===== src/rtl/crr_pkg.sv =====
// Shared constants and types for the context residual refiner.
`default_nettype none

package crr_pkg;

	localparam int MAX_WIDTH_DEF     = 4096;
	localparam int RESIDUAL_BITS_DEF = 16;
	localparam int CTX_BITS          = 16;
	localparam int ROW_BITS          = 16;
	localparam int CNT_W             = 4;
	localparam int IMG_W_BITS        = 13;
	localparam int MIN_WIDTH         = 5;
	localparam int AVG_LIMIT         = 3;
	localparam int MIN_MATCH         = 2;

	localparam int CFG_IDX_W  = 1;
	localparam int CFG_DATA_W = 13;

	localparam logic [CFG_IDX_W-1:0]  CFG_REFINE_MODE = 1'd0;
	localparam logic [CFG_IDX_W-1:0]  CFG_IMAGE_WIDTH = 1'd1;
	localparam logic                  REFINE_MODE_RST = 1'b1;
	localparam logic [IMG_W_BITS-1:0] IMAGE_WIDTH_RST = 13'd1024;

	typedef enum logic [2:0] {
		ST_IDLE,
		ST_READ,
		ST_WRITE,
		ST_EVAL,
		ST_DIV,
		ST_OUT
	} crr_state_t;

	// line buffer neighbours, in read order
	typedef enum logic [2:0] {
		NB_N,
		NB_NW,
		NB_NWW,
		NB_NE,
		NB_NEE,
		NB_NN
	} crr_nbr_t;

	typedef struct packed {
		logic busy;
		logic done;
	} crr_div_stat_t;

endpackage

`default_nettype wire


===== src/rtl/crr_div.sv =====
// Serial signed divider of the neighbour sum by the match count, truncating toward zero.
`default_nettype none

module crr_div
	import crr_pkg::*;
#(
	parameter int SUM_W = RESIDUAL_BITS_DEF + 3
) (
	input  wire logic                    clk,
	input  wire logic                    arst_n,
	input  wire logic                    start,
	input  wire logic signed [SUM_W-1:0] dividend,
	input  wire logic [CNT_W-1:0]        divisor,
	output crr_div_stat_t                stat,
	output logic signed [SUM_W-1:0]      quotient
);

	localparam int STEP_W = $clog2(SUM_W + 1);

	logic [SUM_W-1:0]        mag_q;
	logic [CNT_W-1:0]        rem_q;
	logic [CNT_W-1:0]        dvs_q;
	logic                    neg_q;
	logic [STEP_W-1:0]       step_q;
	logic                    busy_q;
	logic                    done_q;
	logic signed [SUM_W-1:0] quo_q;
	logic [CNT_W:0]          trial;
	logic                    fits;

	assign trial = {rem_q, mag_q[SUM_W-1]};
	assign fits  = trial >= {1'b0, dvs_q};

	always_ff @(posedge clk or negedge arst_n) begin
		if (!arst_n) begin
			busy_q <= 1'b0;
			done_q <= 1'b0;
			step_q <= '0;
		end else begin
			done_q <= 1'b0;
			if (start) begin
				busy_q <= 1'b1;
				step_q <= STEP_W'(SUM_W);
			end else if (busy_q) begin
				if (step_q != '0) begin
					step_q <= step_q - 1'b1;
				end else begin
					busy_q <= 1'b0;
					done_q <= 1'b1;
				end
			end
		end
	end

	// restoring division on the magnitude, sign applied in the last cycle
	always_ff @(posedge clk) begin
		if (start) begin
			mag_q <= dividend[SUM_W-1] ? $unsigned(-dividend) : $unsigned(dividend);
			rem_q <= '0;
			neg_q <= dividend[SUM_W-1];
			dvs_q <= divisor;
		end else if (busy_q && step_q != '0) begin
			mag_q <= {mag_q[SUM_W-2:0], fits};
			rem_q <= fits ? CNT_W'(trial - {1'b0, dvs_q}) : trial[CNT_W-1:0];
		end else if (busy_q) begin
			quo_q <= neg_q ? -$signed(mag_q) : $signed(mag_q);
		end
	end

	assign stat.busy = busy_q;
	assign stat.done = done_q;
	assign quotient  = quo_q;

endmodule

`default_nettype wire


===== config.mk =====
export PLATFORM = sky130hd
export DESIGN_NAME = crr_div
export DESIGN_NICKNAME = d
export VERILOG_FILES = /design/src/rtl/crr_pkg.sv /design/src/rtl/crr_div.sv
export SDC_FILE = /design/constraint.sdc
export NUM_CORES = 1
export LEC_CHECK = 0
export ABC_AREA = 1
export BUFFER_PORTS_ARGS = -buffer_cell sky130_fd_sc_hd__buf_2
export CORE_ASPECT_RATIO = 2
export CORE_MARGIN = 2
export CORE_UTILIZATION = 60
export CTS_CLUSTER_DIAMETER = 60
export DETAILED_ROUTE_END_ITERATION = 12
export GPL_TIMING_DRIVEN = 0
export PLACE_DENSITY = 0.88
export SYNTH_ARGS = -nofsm -noshare
export SYNTH_HDL_FRONTEND = slang
export SYNTH_SLANG_ARGS = --single-unit
export TNS_END_PERCENT = 50

===== constraint.sdc =====
create_clock -name clk -period 4.9 [get_ports clk]
set_input_delay 0.245 -clock clk [delete_from_list [all_inputs] [get_ports clk]]
set_output_delay 0.245 -clock clk [all_outputs]
set_load 0.02 [all_outputs]

# Word-level counts from Yosys, hierarchy flattened
# Index checks and enable logic that the tools add are counted.
# word_totals
output_inout_bits	21
register_bits	54
inputBits	26
word_cells	36
# op_classes
mux	14
addsub	4
reduce_logical	7
magnitude_cmp	1
n_bitwise	2
# ops
op	n
19-bit two-way mux	4
19-bit negation	2
5-bit two-way mux	3
1-bit two-way mux	6
2-bit nonzero test	3
5-bit by 4-bit greater-or-equal comparator with 1-bit output	1
5-bit nonzero test	1
5-bit by 1-bit subtractor with 5-bit output, second input constant	1
4-bit two-way mux	1
4-bit subtractor	1
3-bit AND reduction	1
1-bit NOT	2
2-bit AND reduction	1
1-bit logical AND	1

# Longest topological paths before layout
# depth
word_depth	4
ltp_mapped	11
mapped_depth_nobuf	11

# Worst setup path after synthesis
# No wires, ideal clock.
# synth_timing
path_kind	register to register
startpoint	register step_q[0]
endpoint	register quo_q[0] (netlist: quotient[0]) (enable)
path_buffers	0
t_arrival_ps	1660
path_stages_with_launch	7
path_slack_ps	2845
required_ps	4505
setup_ps	395
synth_period_minus_slack_ps	2055
cell_sequence	dfrtp_1 -> inv_1 -> ha_1 -> nand2_1 -> nor2_2 -> nand2_2 -> nor2_1
# synth_via
elab_chain_len	4
# synth_lines
element	line	rtl
start: declaration	crr_div.sv:24	logic [STEP_W-1:0] step_q;
start signal: assignment	crr_div.sv:43	step_q <= STEP_W'(SUM_W);
start signal: assignment	crr_div.sv:46	step_q <= step_q - 1'b1;
5-bit nonzero test	crr_div.sv:62	end else if (busy_q && step_q != '0) begin
1-bit logical AND	crr_div.sv:62	
1-bit NOT (no source line)	--	
3-bit AND reduction (no source line)	--	
end signal: assignment	crr_div.sv:66	quo_q <= neg_q ? -$signed(mag_q) : $signed(mag_q);
end: declaration	crr_div.sv:27	logic signed [SUM_W-1:0] quo_q;
# Every way passes these cells.
# A chain may end at the register's enable or synchronous reset.

# Final worst setup path
# layout_timing
startpoint	register step_q[0]
endpoint	register quo_q[16] (netlist: quotient[16]) (enable)
# The elaborated chain is that of the path after synthesis.

==> reports/results.ini <==
[worst_setup_path]
path_cells = inv_1 -> ha_1 -> nand2_1 -> nor2_2 -> nand2_2 -> nor2_2
cp_slowest_stage_delay_ns = 0.70
worstPathArrival_ns = 1.97
cpMaxStageDelayCell = nor2_2
cpMostUsedCell = nor2_2
path_class = register to register
end_kind = register
worstPathBufferInverterCount = 1
critPathMaxFanout = 19
cp_top_family = simple AND/OR/NAND/NOR gates
critical_path_required_ns = 4.84
crit_path_start_kind = register

[drt]
route.detailed.drc = 0
drt_iter0_markers = 80
via_count = 2613
wl_per_cell_um = 12.7
drtPass1Iterations = 4
vias_per_cell = 5.32
antenna_left = 0
wl_um = 6210

[timing]
hold_viol_final = 0
fin_crit_sh = 0.413
slew_viol_final = 0
maxSlewHeadroom = 0.394
rsz0062_at_grt = no
clock_skew_ns = 0.0114
fmax_mhz = 494
tightestPinTransition_ns = 0.908
timing.final.ws_setup_ns = 2.88
setup_viol = 0
post-route-min-period_ns = 2.02
tns_ns = 0

[clocking]
cts_resized = 0
cts_made_buffers = 5
clk_transition_reported_paths_ns = 0.09
clock-root-buffer = clkbuf_8
insertion_delay_ns = 0.32
cts_buffer_depth = 2
cts_tree = built
h-tree-depth = 2
clock-sinks = 54

[floorplan]
design.die.area_sq_mm = 0.00600
pin_count = 47
coreArea_sq_mm = 0.00514
rows = 37
start_util = 0.626
die_h_um = 108
die_w_um = 55.8

[pwr]
p_int_uw = 787
p_clk_frac = 0.217
p_seq_frac = 0.507
p_leak_nw = 1.68
switchingPower_uw = 365
power_density_mw_per_mm2 = 318
ir_drop_mv = 0.233
sw_frac_of_total = 0.317
p_comb_frac = 0.276

[finish]
drive_above_1_share = 0.222
multi_input_area_sq_mm = 0.00141
final_cell_mix = nand2_1 (88), buf_2 (52), inv_1 (48)
n_fill_cell = 411
seqCellArea_sq_mm = 0.00155
fin_nets = 466
diodes = 0
layout_commonest_cell = nand2_1
syn2layout_area_growth_pct = 12.6

[synth]
yosysSeqAreaShare = 0.481
synth_area_leader_cell = edfxtp_1
syn_area_sq_mm = 0.00322
syn_nets = 412
synth_area_per_cell_sq_um = 8.51
synth_area_leaders = edfxtp_1 (40%), nand2_1 (10%), nand3_1 (5.8%), inv_1 (5.6%), dfrtp_1 (5.4%)
netlist-cell-type-count = 35
synth.top_cell.area_share = 0.401
ys_warn_count = 0
syn_inst = 378
ys_ff_latch = 54

[status]
status = completed

[global_route]
overflow = 0
grt_pass1_wl_um = 10800
grt_pass1_vias = 2525
antenna_found_initial = 0
grt_use_total = 0.230
grt_max_degree = 24

[placement]
numPortBuffers = 46
gp_congestion = 0.873
place_worst_setup_slack_ns = 2.46
hpwl_um = 5040

[hold_path]
hold_path.class = primary input to register

[job]
cap_viol_max_count = 0

-- state kept, by name, indices dropped and copies added, names as in the netlist --
register,count
busy_q,1
done_q,1
dvs_q,4
mag_q,19
neg_q,1
quotient,19
rem_q,4
step_q,5
-- cell families (layout without fill, tap and decap cells) --
group	count (synthesis)	after routing	share of synthesized area
xor+xnor	22	22	0.0599
flops	54	54	0.481
buf+inv	63	118	0.0817
fa+ha+maj	8	8	0.0334
simple gates	187	187	0.268
compound gates	44	44	0.0766
-- power groups by stage --
| stage | Combinational, mW | Clock (mW) | Sequential (mW) |
|---|---|---|---|
| final | 0.318 | 0.250 | 0.584 |
| after global routing | 0.358 | 0.269 | 0.589 |
| after CTS | 0.318 | 0.251 | 0.583 |
| after detailed placement | 0.313 | 0 | 0.593 |
| after global placement | 0.287 | 0 | 0.591 |
| after floorplan | 0.235 | 0 | 0.586 |
-- synthesized netlist by cell type, drive strengths merged --
cell type	number
a22oi	1
dfxtp	4
nand3b	2
nor2	44
nor3	1
inv	52
edfxtp	43
a31oi	1
ha	7
o211ai	1
o22ai	2
xnor2	3
and2	1
o31ai	1
nand2	94
xor2	19
nand3	39
a21oi	9
nand4	5
o21ai	29
fa	1
clkinv	1
buf	10
or2	1
dfrtp	7
-- worst reg2reg max path, cell delays in order, from the launching register on --
cell and delay [ns]:
dfrtp_1 0.37, inv_1 0.11, ha_1 0.19, nand2_1 0.07, nor2_2 0.11, nand2_2 0.10
nor2_2 0.70
-- timing repair --
item                      in CTS  in global routing
hold endpoints to repair       7                  0
hold buffers                   1                  0
buffers inserted               0                  0
-- metal layers --
layer  vias to the layer above  wire [um]  global-route usage
met1                      1181       2260               0.224
met2                        69       3430               0.433
met3                        21        210              0.0361
met5                         -          0                   0
met4                         0        313               0.152
li1                       1342          -                   -
-- through the flow --
step	cell area, sq um	util	cells	hold slack [ns]	power (mW)
floorplan	3220	-	378	-0.0506	0.821
global placement	3520	0.685	482	0.0817	0.878
detailed placement	3520	0.685	482	0.0874	0.906
CTS	3620	0.705	491	0.0939	1.15
global route	3620	0.705	491	0.0893	1.22
finish	3620	0.705	491	0.0959	1.15
-- final timing paths --
path	depth (start not counted)	end	from	slack, ns
setup / recovery	6	quotient[16]	step_q[0]	2.88
hold / removal	1	dvs_q[3]	divisor[3]	0.1
setup reg to reg	6	quotient[16]	step_q[0]	2.88
hold reg to reg	0	quotient[0]	mag_q[0]	0.47
max in group asynchronous	2	step_q[1]	arst_n	4.47
min in group asynchronous	2	step_q[0]	arst_n	0.28
-- area by class of cell --
class | count | share of cell area
clock buffers | 7 | 0.0238
repair buffers | 47 | 0.0663
clock inverters | 1 | 0.00138
inverters | 53 | 0.0549
multi-input cells | 261 | 0.389
plain buffers | 10 | 0.0176
well taps | 58 | 0.0200
flip-flops and latches | 54 | 0.427
Note: power is estimated with default switching activity, not from simulation.
